File: src/design/rbr_pkg.sv
// ---------------------------------------------------------------------------
// rbr_pkg
// Shared types, codes and helpers of the reorder buffer ring.
// ---------------------------------------------------------------------------
package rbr_pkg;

  localparam int DEPTH_DEFAULT = 16;

  // Entry field widths
  localparam int INST_W  = 16;
  localparam int DEST_W  = 5;
  localparam int KIND_W  = 3;
  localparam int CLASS_W = 2;
  localparam int VALUE_W = 32;
  localparam int CYCLE_W = 32;
  localparam int LAG_W   = 4;
  localparam int IDX_W   = 4;
  localparam int META_W  = INST_W + DEST_W + KIND_W;
  localparam int RES_W   = VALUE_W + CYCLE_W;

  localparam logic [LAG_W-1:0] LAG_RESET = 4'd5;

  typedef enum logic [1:0] {
    ACT_ALLOC  = 2'd0,
    ACT_WB     = 2'd1,
    ACT_COMMIT = 2'd2,
    ACT_READ   = 2'd3
  } action_e;

  localparam logic [KIND_W-1:0] KIND_STORE      = 3'd1;
  localparam logic [KIND_W-1:0] KIND_LAST_FP    = 3'd3;
  localparam logic [KIND_W-1:0] KIND_LAST_INT   = 3'd5;

  localparam logic [CLASS_W-1:0] CLASS_FP   = 2'd0;
  localparam logic [CLASS_W-1:0] CLASS_INT  = 2'd1;
  localparam logic [CLASS_W-1:0] CLASS_NONE = 2'd2;

  typedef enum logic {
    ST_IDLE = 1'b0,
    ST_EXEC = 1'b1
  } state_e;

  // Controller to datapath commands
  typedef struct packed {
    logic capture;  // latch the incoming transaction, launch the RAM read
    logic execute;  // apply the operation and load the result registers
  } ctl_t;

  function automatic logic [CLASS_W-1:0] kind_class(input logic [KIND_W-1:0] kind);
    logic [CLASS_W-1:0] cls;
    if (kind <= KIND_LAST_FP) begin
      cls = CLASS_FP;
    end else if (kind <= KIND_LAST_INT) begin
      cls = CLASS_INT;
    end else begin
      cls = CLASS_NONE;
    end
    return cls;
  endfunction

endpackage

File: src/design/rbr_ram.sv
// ---------------------------------------------------------------------------
// rbr_ram
// Generic single-write, single-read RAM with registered read data.
// ---------------------------------------------------------------------------
module rbr_ram #(
  parameter int WIDTH = 8,
  parameter int DEPTH = 16
) (
  input  logic                     clk_i,
  input  logic                     we_i,
  input  logic [$clog2(DEPTH)-1:0] waddr_i,
  input  logic [WIDTH-1:0]         wdata_i,
  input  logic [$clog2(DEPTH)-1:0] raddr_i,
  output logic [WIDTH-1:0]         rdata_o
);

  logic [WIDTH-1:0] mem_q [DEPTH];
  logic [WIDTH-1:0] rdata_q;

  always_ff @(posedge clk_i) begin
    if (we_i) begin
      mem_q[waddr_i] <= wdata_i;
    end
    rdata_q <= mem_q[raddr_i];
  end

  assign rdata_o = rdata_q;

endmodule

File: src/design/rbr_ctrl.sv
// ---------------------------------------------------------------------------
// rbr_ctrl
// Two-state sequencer: accept a transaction, then execute it.
// ---------------------------------------------------------------------------
module rbr_ctrl (
  input  logic         clk_i,
  input  logic         rst_ni,
  input  logic         start,
  output logic         busy,
  output rbr_pkg::ctl_t ctl_o,
  output logic         result_strobe_o
);

  rbr_pkg::state_e state_q, state_d;
  rbr_pkg::ctl_t   ctl;
  logic            strobe_q;

  always_ff @(posedge clk_i or negedge rst_ni) begin
    if (!rst_ni) begin
      state_q  <= rbr_pkg::ST_IDLE;
      strobe_q <= 1'b0;
    end else begin
      state_q  <= state_d;
      strobe_q <= ctl.execute;
    end
  end

  always_comb begin
    state_d = state_q;
    ctl     = '0;
    case (state_q)
      rbr_pkg::ST_IDLE: begin
        if (start) begin
          ctl.capture = 1'b1;
          state_d     = rbr_pkg::ST_EXEC;
        end
      end
      rbr_pkg::ST_EXEC: begin
        ctl.execute = 1'b1;
        state_d     = rbr_pkg::ST_IDLE;
      end
      default: begin
        state_d = rbr_pkg::ST_IDLE;
      end
    endcase
  end

  assign busy            = (state_q != rbr_pkg::ST_IDLE);
  assign ctl_o           = ctl;
  assign result_strobe_o = strobe_q;

endmodule

File: src/design/rbr_datapath.sv
// ---------------------------------------------------------------------------
// rbr_datapath
// Entry storage, ring pointers, retire check and result registers.
// ---------------------------------------------------------------------------
module rbr_datapath #(
  parameter int DEPTH = rbr_pkg::DEPTH_DEFAULT
) (
  input  logic                          clk_i,
  input  logic                          rst_ni,
  input  rbr_pkg::ctl_t                 ctl_i,
  input  logic                          cfg_valid_i,
  input  logic [rbr_pkg::LAG_W-1:0]     cfg_data_i,
  input  logic [1:0]                    action_i,
  input  logic [rbr_pkg::INST_W-1:0]    inst_num_i,
  input  logic [rbr_pkg::KIND_W-1:0]    inst_kind_i,
  input  logic [rbr_pkg::DEST_W-1:0]    dest_reg_i,
  input  logic [rbr_pkg::IDX_W-1:0]     entry_index_i,
  input  logic [rbr_pkg::VALUE_W-1:0]   value_bits_i,
  input  logic [rbr_pkg::CYCLE_W-1:0]   cycle_i,
  input  logic [15:0]                   store_address_i,
  input  logic [31:0]                   store_data_in_i,
  output logic                          commit_valid_o,
  output logic [rbr_pkg::IDX_W-1:0]     commit_index_o,
  output logic                          mem_write_o,
  output logic [15:0]                   mem_address_o,
  output logic [31:0]                   mem_data_o,
  output logic [rbr_pkg::VALUE_W-1:0]   read_value_o,
  output logic                          read_finished_o,
  output logic [rbr_pkg::INST_W-1:0]    read_inst_num_o,
  output logic [rbr_pkg::CLASS_W-1:0]   read_class_o,
  output logic [rbr_pkg::DEST_W-1:0]    read_dest_o,
  output logic [rbr_pkg::IDX_W-1:0]     next_alloc_index_o,
  output logic                          has_free_entry_o
);

  localparam int AW = $clog2(DEPTH);
  localparam int XW = (AW > rbr_pkg::IDX_W) ? AW : rbr_pkg::IDX_W;
  localparam int CW = $clog2(DEPTH + 1);
  localparam logic [AW-1:0] LAST = AW'(DEPTH - 1);

  // Config register
  logic [rbr_pkg::LAG_W-1:0] lag_q;

  // Ring state
  logic [DEPTH-1:0] done_q, done_d;
  logic [DEPTH-1:0] retired_q, retired_d;
  logic [CW-1:0]    ret_cnt_q, ret_cnt_d;
  logic [AW-1:0]    alloc_q, alloc_d;
  logic [AW-1:0]    head_q, head_d;
  logic             filled_q, filled_d;

  // Captured transaction
  rbr_pkg::action_e            act_q;
  logic [rbr_pkg::INST_W-1:0]  inst_q;
  logic [rbr_pkg::KIND_W-1:0]  kind_q;
  logic [rbr_pkg::DEST_W-1:0]  dest_q;
  logic [AW-1:0]               addr_q;
  logic                        idx_ok_q;
  logic [rbr_pkg::VALUE_W-1:0] value_q;
  logic [rbr_pkg::CYCLE_W-1:0] cycle_q;
  logic [15:0]                 saddr_q;
  logic [31:0]                 sdata_q;

  // Index range check against DEPTH
  logic [XW-1:0] idx_x;
  logic          idx_ok;
  logic [AW-1:0] idx_addr;

  assign idx_x    = XW'(entry_index_i);
  assign idx_ok   = ({1'b0, idx_x} < (XW + 1)'(DEPTH));
  assign idx_addr = idx_x[AW-1:0];

  // Entry RAMs
  logic [AW-1:0]              raddr;
  logic                       meta_we;
  logic [rbr_pkg::META_W-1:0] meta_wdata, meta_rdata;
  logic                       res_we;
  logic [AW-1:0]              res_waddr;
  logic [rbr_pkg::RES_W-1:0]  res_wdata, res_rdata;

  assign raddr = (action_i == rbr_pkg::ACT_COMMIT) ? head_q : idx_addr;

  rbr_ram #(.WIDTH(rbr_pkg::META_W), .DEPTH(DEPTH)) u_meta_ram (
    .clk_i   (clk_i),
    .we_i    (meta_we),
    .waddr_i (alloc_q),
    .wdata_i (meta_wdata),
    .raddr_i (raddr),
    .rdata_o (meta_rdata)
  );

  rbr_ram #(.WIDTH(rbr_pkg::RES_W), .DEPTH(DEPTH)) u_res_ram (
    .clk_i   (clk_i),
    .we_i    (res_we),
    .waddr_i (res_waddr),
    .wdata_i (res_wdata),
    .raddr_i (raddr),
    .rdata_o (res_rdata)
  );

  // Unpack read data
  logic [rbr_pkg::INST_W-1:0]  rd_inst;
  logic [rbr_pkg::DEST_W-1:0]  rd_dest;
  logic [rbr_pkg::KIND_W-1:0]  rd_kind;
  logic [rbr_pkg::VALUE_W-1:0] rd_value;
  logic [rbr_pkg::CYCLE_W-1:0] rd_finish;

  assign {rd_inst, rd_dest, rd_kind} = meta_rdata;
  assign {rd_value, rd_finish}       = res_rdata;

  // Retire check for the head entry
  logic                        alloc_en, wb_en, commit_en, read_en;
  logic                        is_store, head_done, go;
  logic [rbr_pkg::CYCLE_W-1:0] store_due;

  assign alloc_en  = ctl_i.execute && (act_q == rbr_pkg::ACT_ALLOC);
  assign wb_en     = ctl_i.execute && (act_q == rbr_pkg::ACT_WB) && idx_ok_q;
  assign commit_en = ctl_i.execute && (act_q == rbr_pkg::ACT_COMMIT);
  assign read_en   = ctl_i.execute && (act_q == rbr_pkg::ACT_READ) && idx_ok_q;

  assign is_store  = (rd_kind == rbr_pkg::KIND_STORE);
  assign head_done = done_q[head_q];
  assign store_due = cycle_q - rbr_pkg::CYCLE_W'(lag_q);
  assign go = is_store ? (head_done && (rd_finish == store_due))
                       : (head_done && (cycle_q > rd_finish));

  // RAM writes
  assign meta_we    = alloc_en;
  assign meta_wdata = {inst_q, dest_q, kind_q};
  assign res_we     = alloc_en || wb_en;
  assign res_waddr  = alloc_en ? alloc_q : addr_q;
  assign res_wdata  = alloc_en ? '0 : {value_q, cycle_q};

  // Next ring state
  always_comb begin
    done_d    = done_q;
    retired_d = retired_q;
    ret_cnt_d = ret_cnt_q;
    alloc_d   = alloc_q;
    head_d    = head_q;
    filled_d  = filled_q;
    if (alloc_en) begin
      done_d[alloc_q]    = 1'b0;
      retired_d[alloc_q] = 1'b0;
      if (retired_q[alloc_q]) begin
        ret_cnt_d = ret_cnt_q - CW'(1);
      end
      if (alloc_q == LAST) begin
        alloc_d  = '0;
        filled_d = 1'b1;
      end else begin
        alloc_d = alloc_q + AW'(1);
      end
    end
    if (wb_en) begin
      done_d[addr_q] = 1'b1;
    end
    if (commit_en && go) begin
      retired_d[head_q] = 1'b1;
      if (!retired_q[head_q]) begin
        ret_cnt_d = ret_cnt_q + CW'(1);
      end
      head_d = (head_q == LAST) ? '0 : head_q + AW'(1);
    end
  end

  always_ff @(posedge clk_i or negedge rst_ni) begin
    if (!rst_ni) begin
      lag_q     <= rbr_pkg::LAG_RESET;
      done_q    <= '0;
      retired_q <= '0;
      ret_cnt_q <= '0;
      alloc_q   <= '0;
      head_q    <= '0;
      filled_q  <= 1'b0;
    end else begin
      if (cfg_valid_i) begin
        lag_q <= cfg_data_i;
      end
      done_q    <= done_d;
      retired_q <= retired_d;
      ret_cnt_q <= ret_cnt_d;
      alloc_q   <= alloc_d;
      head_q    <= head_d;
      filled_q  <= filled_d;
    end
  end

  // Transaction capture
  always_ff @(posedge clk_i) begin
    if (ctl_i.capture) begin
      act_q    <= rbr_pkg::action_e'(action_i);
      inst_q   <= inst_num_i;
      kind_q   <= inst_kind_i;
      dest_q   <= dest_reg_i;
      addr_q   <= idx_addr;
      idx_ok_q <= idx_ok;
      value_q  <= value_bits_i;
      cycle_q  <= cycle_i;
      saddr_q  <= store_address_i;
      sdata_q  <= store_data_in_i;
    end
  end

  // Result registers
  logic [XW-1:0] head_x, alloc_x;
  logic          retire, st_write;

  assign head_x   = XW'(head_q);
  assign alloc_x  = XW'(alloc_d);
  assign retire   = commit_en && go;
  assign st_write = retire && is_store;

  always_ff @(posedge clk_i) begin
    if (ctl_i.execute) begin
      commit_valid_o     <= retire;
      commit_index_o     <= retire ? head_x[rbr_pkg::IDX_W-1:0] : '0;
      mem_write_o        <= st_write;
      mem_address_o      <= st_write ? saddr_q : '0;
      mem_data_o         <= st_write ? sdata_q : '0;
      read_value_o       <= read_en ? rd_value : '0;
      read_finished_o    <= read_en ? done_q[addr_q] : 1'b0;
      read_inst_num_o    <= read_en ? rd_inst : '0;
      read_class_o       <= read_en ? rbr_pkg::kind_class(rd_kind) : '0;
      read_dest_o        <= read_en ? rd_dest : '0;
      next_alloc_index_o <= alloc_x[rbr_pkg::IDX_W-1:0];
      has_free_entry_o   <= !filled_d || (ret_cnt_d != '0);
    end
  end

endmodule

File: src/design/reorder_buffer_ring_top.sv
// ---------------------------------------------------------------------------
// reorder_buffer_ring_top
// Circular reorder buffer: allocate, writeback, commit head, read entry.
// ---------------------------------------------------------------------------
// Usage:
//   Command channel: drive the operation fields and raise start. The
//   transaction is taken at a clock edge with start high and busy low.
//   busy stays high for one cycle after that edge.
//   Result channel: every transaction yields exactly one result, shown for
//   one cycle with result_strobe_o high. The receiver cannot stall; results
//   must be captured on that strobe. The result registers hold their last
//   values between strobes. The strobe is registered from the execute state.
//   Busy blocks a new transaction until execute ends. The accept cycle
//   launches the registered read of the entry RAMs; the execute cycle runs
//   the retire check, updates the ring and loads the result registers.
//   Config channel: cfg_data_i (store commit lag) is written whenever
//   cfg_valid_i is high; cfg_ready_o is tied high. Write only while idle.
//   Reset: pointers, fill flag, done and retired bits clear, lag goes to 5.
//   Entry contents are undefined until allocated, so no clearing pass runs
//   and the block takes commands right after reset.
// ---------------------------------------------------------------------------
module reorder_buffer_ring_top #(
  parameter int DEPTH = rbr_pkg::DEPTH_DEFAULT
) (
  input  logic                        clk_i,
  input  logic                        rst_ni,
  // command channel
  input  logic                        start,
  output logic                        busy,
  input  logic [1:0]                  action_i,
  input  logic [rbr_pkg::INST_W-1:0]  inst_num_i,
  input  logic [rbr_pkg::KIND_W-1:0]  inst_kind_i,
  input  logic [rbr_pkg::DEST_W-1:0]  dest_reg_i,
  input  logic [rbr_pkg::IDX_W-1:0]   entry_index_i,
  input  logic [rbr_pkg::VALUE_W-1:0] value_bits_i,
  input  logic [rbr_pkg::CYCLE_W-1:0] cycle_i,
  input  logic [15:0]                 store_address_i,
  input  logic [31:0]                 store_data_in_i,
  // config channel
  input  logic                        cfg_valid_i,
  output logic                        cfg_ready_o,
  input  logic [rbr_pkg::LAG_W-1:0]   cfg_data_i,
  // result channel
  output logic                        result_strobe_o,
  output logic                        commit_valid_o,
  output logic [rbr_pkg::IDX_W-1:0]   commit_index_o,
  output logic                        mem_write_o,
  output logic [15:0]                 mem_address_o,
  output logic [31:0]                 mem_data_o,
  output logic [rbr_pkg::VALUE_W-1:0] read_value_o,
  output logic                        read_finished_o,
  output logic [rbr_pkg::INST_W-1:0]  read_inst_num_o,
  output logic [rbr_pkg::CLASS_W-1:0] read_class_o,
  output logic [rbr_pkg::DEST_W-1:0]  read_dest_o,
  output logic [rbr_pkg::IDX_W-1:0]   next_alloc_index_o,
  output logic                        has_free_entry_o
);

  rbr_pkg::ctl_t ctl;

  // Config register is always writable
  assign cfg_ready_o = 1'b1;

  // Sequencer: accept, then execute
  rbr_ctrl u_ctrl (
    .clk_i           (clk_i),
    .rst_ni          (rst_ni),
    .start           (start),
    .busy            (busy),
    .ctl_o           (ctl),
    .result_strobe_o (result_strobe_o)
  );

  // Entry storage, pointers and result registers
  rbr_datapath #(.DEPTH(DEPTH)) u_dp (
    .clk_i              (clk_i),
    .rst_ni             (rst_ni),
    .ctl_i              (ctl),
    .cfg_valid_i        (cfg_valid_i),
    .cfg_data_i         (cfg_data_i),
    .action_i           (action_i),
    .inst_num_i         (inst_num_i),
    .inst_kind_i        (inst_kind_i),
    .dest_reg_i         (dest_reg_i),
    .entry_index_i      (entry_index_i),
    .value_bits_i       (value_bits_i),
    .cycle_i            (cycle_i),
    .store_address_i    (store_address_i),
    .store_data_in_i    (store_data_in_i),
    .commit_valid_o     (commit_valid_o),
    .commit_index_o     (commit_index_o),
    .mem_write_o        (mem_write_o),
    .mem_address_o      (mem_address_o),
    .mem_data_o         (mem_data_o),
    .read_value_o       (read_value_o),
    .read_finished_o    (read_finished_o),
    .read_inst_num_o    (read_inst_num_o),
    .read_class_o       (read_class_o),
    .read_dest_o        (read_dest_o),
    .next_alloc_index_o (next_alloc_index_o),
    .has_free_entry_o   (has_free_entry_o)
  );

endmodule

File: config.mk
export PLATFORM = sky130hd
export DESIGN_NAME = reorder_buffer_ring_top
export DESIGN_NICKNAME = d
export VERILOG_FILES = /design/src/design/rbr_pkg.sv /design/src/design/rbr_ram.sv /design/src/design/rbr_ctrl.sv /design/src/design/rbr_datapath.sv /design/src/design/reorder_buffer_ring_top.sv
export SDC_FILE = /design/constraint.sdc
export NUM_CORES = 2
export LEC_CHECK = 0
export ABC_AREA = 1
export BUFFER_PORTS_ARGS = -buffer_cell sky130_fd_sc_hd__buf_4
export CORE_UTILIZATION = 55
export DETAILED_ROUTE_END_ITERATION = 8
export PLACE_DENSITY = 0.71
export SLEW_MARGIN = 0
export SYNTH_ARGS = -nofsm -noshare
export SYNTH_HDL_FRONTEND = slang
export SYNTH_HIERARCHICAL = 1
export SYNTH_SLANG_ARGS = --single-unit
File: constraint.sdc
create_clock -name clk_i -period 13.5 [get_ports clk_i]
set_clock_uncertainty 0.2 [all_clocks]
set_input_delay 0 -clock clk_i [delete_from_list [all_inputs] [get_ports clk_i]]
set_output_delay 0 -clock clk_i [all_outputs]
set_load 0.02 [all_outputs]
==> results.cfg <==
[worst_setup_path]
critical_path_depth = 11
crit_type = register to register
cp_max_fo = 94
critPathMaxStageDelay_ns = 0.90
r2r_cells = 11
cp-startpoint = u_dp/head_q[0]$_DFFE_PN0N_
rr_endpoint = u_dp/u_res_ram/rdata_o[3]$_DFF_P_
cp-start-kind = register
crit_family = buffers and inverters
worstPathArrival_ns = 6.16
worstPathRequired_ns = 13.97
cp_slowest_cell = buf_4
critPathBufInv = 5
crit_top_cell = buf_4
r2r-start = u_dp/head_q[0]$_DFFE_PN0N_
worstSetupEndpointType = register
rrSetupSlack_ns = 7.81
crit_path_cell_trace = inv_1, o21ai_4, buf_4, buf_4, buf_4, buf_4, nand2_1, nand3_1, nand3_1, nand3_1, nand2_1
timing.critical_path.to = u_dp/u_res_ram/rdata_o[3]$_DFF_P_

[synth]
ys_seq_area_share_pct = 69.0
synth_commonest_cells = nand2_1 (2095), edfxtp_1 (1665), inv_1 (1334)
synth_warnings = 6
netlist.area_leader.share_pct = 65.0
ys.flop_type = edfxtp_1
synth_area_mm2 = 0.0769
async_flop_share_pct = 2.88
yosysMostFrequentCell = nand2_1
synth-seq-cells = 1805
synth_area_leaders = edfxtp_1 (65%), nand2_1 (10%), nand3_1 (7.2%), inv_1 (6.5%), dfxtp_1 (2.3%)
synth_edf_count = 1665
synth_cell_types = 55
avgSynthCellArea_um2 = 10.6
synth_area_leader_cell = edfxtp_1
synth_fp_nets = 7486
synthCells = 7289

[route]
vias = 52398
drt-initial-drc-count = 5945
wl_um = 192000
drtAntennaViolNets = 0
drc = 0
drt_pre_antenna_iters = 6
via_per_inst = 5.34
wl_per_cell_um = 19.6

[clocking]
clock-root-buffer = clkbuf_16
cts_buffer_depth = 3
h-tree-depth = 4
cts_tree = yes
clk_pin_slew_ns = 0.06
cts.sinks = 1805
post_cts_buffers = 0
clk_latency_ns = 0.82
numCtsBuffers = 182

[global_routing]
grt_pass1_vias = 50783
antenna_found_initial = 1
grt_overflow_total = 0
track_usage_pct = 27.1
grt_pass1_wl_um = 291000
grt_max_degree = 232

[timing]
finalCritPeriodShare_pct = 42.2
hold_viol_final = 0
finalSetupTns_ns = 0
finalCriticalPeriod_ns = 5.69
fmax_mhz = 176
setup_viol = 0
report.final.slew_viol_count = 0
rsz0062_at_grt = no
worstMarginPinSlew_ns = 1.28
max_slew_margin_pct = 14.6

[power]
intPower_uw = 9660
leakage_uw = 0.0382
clockPowerShare_pct = 39.6
seqPwrFrac_pct = 50.0
p_switching_uw = 3170
power_frac_comb_pct = 10.4
p_sw_share_pct = 24.7
ir_drop_uv = 131
powerDensity_mw_per_mm2 = 144

[final_layout]
final_nets = 7986
final_area_mm2 = 0.0893
antenna_cells = 0
drive_above_1_share_pct = 8.60
syn2layout_area_growth_pct = 16.1

[placement]
placed_area_mm2 = 0.0801
port_buffers = 266
hpwl_um = 98400
gp_congestion = 0.901

[die]
core_area_mm2 = 0.138
start_util_pct = 55.7
num_io_pins = 268
die_width_um = 376
dieArea_mm2 = 0.141
rows = 136
die_h_um = 376

[run_status]
outcome = finished, final reports clean

[job]
maxCapViolCount = 0

[worst_hold_path]
hp-class = input port to asynchronous set/reset pin
worst min-delay path: cells and delay by family:
kind / cells / cell delay (ns)
buf+inv: 4 / 1.46
layout by cell type (no fill, tap or decap), types with 16 or more instances in the layout:
cell           synthesis  layout
nand2_1             2095    2095
edfxtp_1            1665    1665
inv_1               1334    1331
nand3_1             1106    1106
buf_4                 30     332
dlygate4sd3_1          0     303
nor2_1               298     266
clkbuf_16              0     183
o21ai_0              106     102
dfxtp_1               88      88
clkbuf_1              53      62
dfrtp_1               50      49
ha_1                  46      46
nor2_4                12      35
a21oi_1               31      31
clkinv_2               1      28
xor2_1                21      21
clkbuf_8               0      19
bufinv_16              0      16
metrics by stage:
| stage | std cells | total power [uW] | setup WS (ns) | hold WS [ns] | util, % |
|---|---|---|---|---|---|
| global placement | 9164 | 7740 | 8.12 | -0.118 | 58.0 |
| CTS | 9806 | 12900 | 7.92 | 0.00197 | 64.6 |
| global route | 9806 | 13300 | 7.51 | 0.116 | 64.6 |
| floorplan | 7289 | 7380 | 7.25 | -0.496 | - |
| finish | 9806 | 12800 | 7.81 | 0.0863 | 64.6 |
| detailed placement | 9164 | 7770 | 7.96 | -0.111 | 58.0 |
per-layer routing:
| metal | up-vias | track usage [%] | wire length [um] |
|---|---|---|---|
| met2 | 2418 | 44.8 | 92300 |
| met3 | 419 | 3.82 | 16800 |
| met1 | 25033 | 36.9 | 77400 |
| met5 | - | 0 | 0 |
| li1 | 24528 | - | - |
| met4 | 0 | 9.29 | 5730 |
area by class of cell:
type                    instances  area, um^2
repair buffers                639        5610
multi-input cells            3817       17100
flip-flops and latches       1805       53100
clock buffers                 264        5070
clock inverters                74        1020
well taps                    1863        2330
inverters                    1344        5080
fillers                     10335       48900
power by group through the flow:
stage	Combinational [uW]	Clock, uW	Sequential, uW
after floorplan	891	0	6490
after global placement	1220	0	6530
after detailed placement	1240	0	6530
after CTS	1320	5150	6410
after global routing	1470	5360	6430
final	1340	5080	6420
how the worst min path moves through the flow:
| stage | depth (start not counted) | to | from | slack [ns] |
|---|---|---|---|---|
| 2_1_floorplan | 0 | u_ctrl/busy$_DFF_PN0_ | rst_ni | -0.50 |
| 3_5_place_dp | 1 | u_dp/lag_q[3]$_DFFE_PN0P_ | rst_ni | -0.11 |
| 6_report | 4 | u_dp/lag_q[3]$_DFFE_PN0P_ | rst_ni | 0.09 |
| 4_1_cts | 4 | u_dp/lag_q[1]$_DFFE_PN0P_ | rst_ni | 0.002 |
| 5_1_grt | 4 | u_dp/lag_q[3]$_DFFE_PN0P_ | rst_ni | 0.12 |
| 3_3_place_gp | 1 | u_dp/lag_q[3]$_DFFE_PN0P_ | rst_ni | -0.12 |
state kept, by name, summed over array words and instances, names as in the netlist, 16 cells and up:
register	cells
u_dp/u_res_ram/rdata_o	64
u_dp/u_meta_ram/rdata_o	24
u_dp/inst_q	16
u_dp/mem_data_o	32
u_dp/retired_q	16
u_dp/cycle_q	32
u_dp/value_q	32
u_dp/saddr_q	16
u_dp/done_q	16
u_dp/sdata_q	32
u_dp/read_inst_num_o	16
u_dp/read_value_o	32
u_dp/u_meta_ram/mem_q	384
u_dp/u_res_ram/mem_q	1024
u_dp/mem_address_o	16
repair_timing:
item                      CTS  global route
hold buffers              304             0
gates resized for setup     0             0
hold endpoints to repair  354             0
logic make-up (layout without fill, tap and decap cells):
family | count (synthesis) | after routing | share of synthesized area, %
other | 1 | 1 | 0.00488
and+or+nand+nor | 3562 | 3562 | 19.5
xor gates and xnor gates | 33 | 33 | 0.394
DFF | 1805 | 1805 | 69.0
buffers and inverters | 1667 | 2321 | 9.07
muxes | 2 | 2 | 0.0277
AOI/OAI and AO/OA | 172 | 172 | 1.24
adders and majority gates | 47 | 47 | 0.774
(Power assumes the default switching activity.)
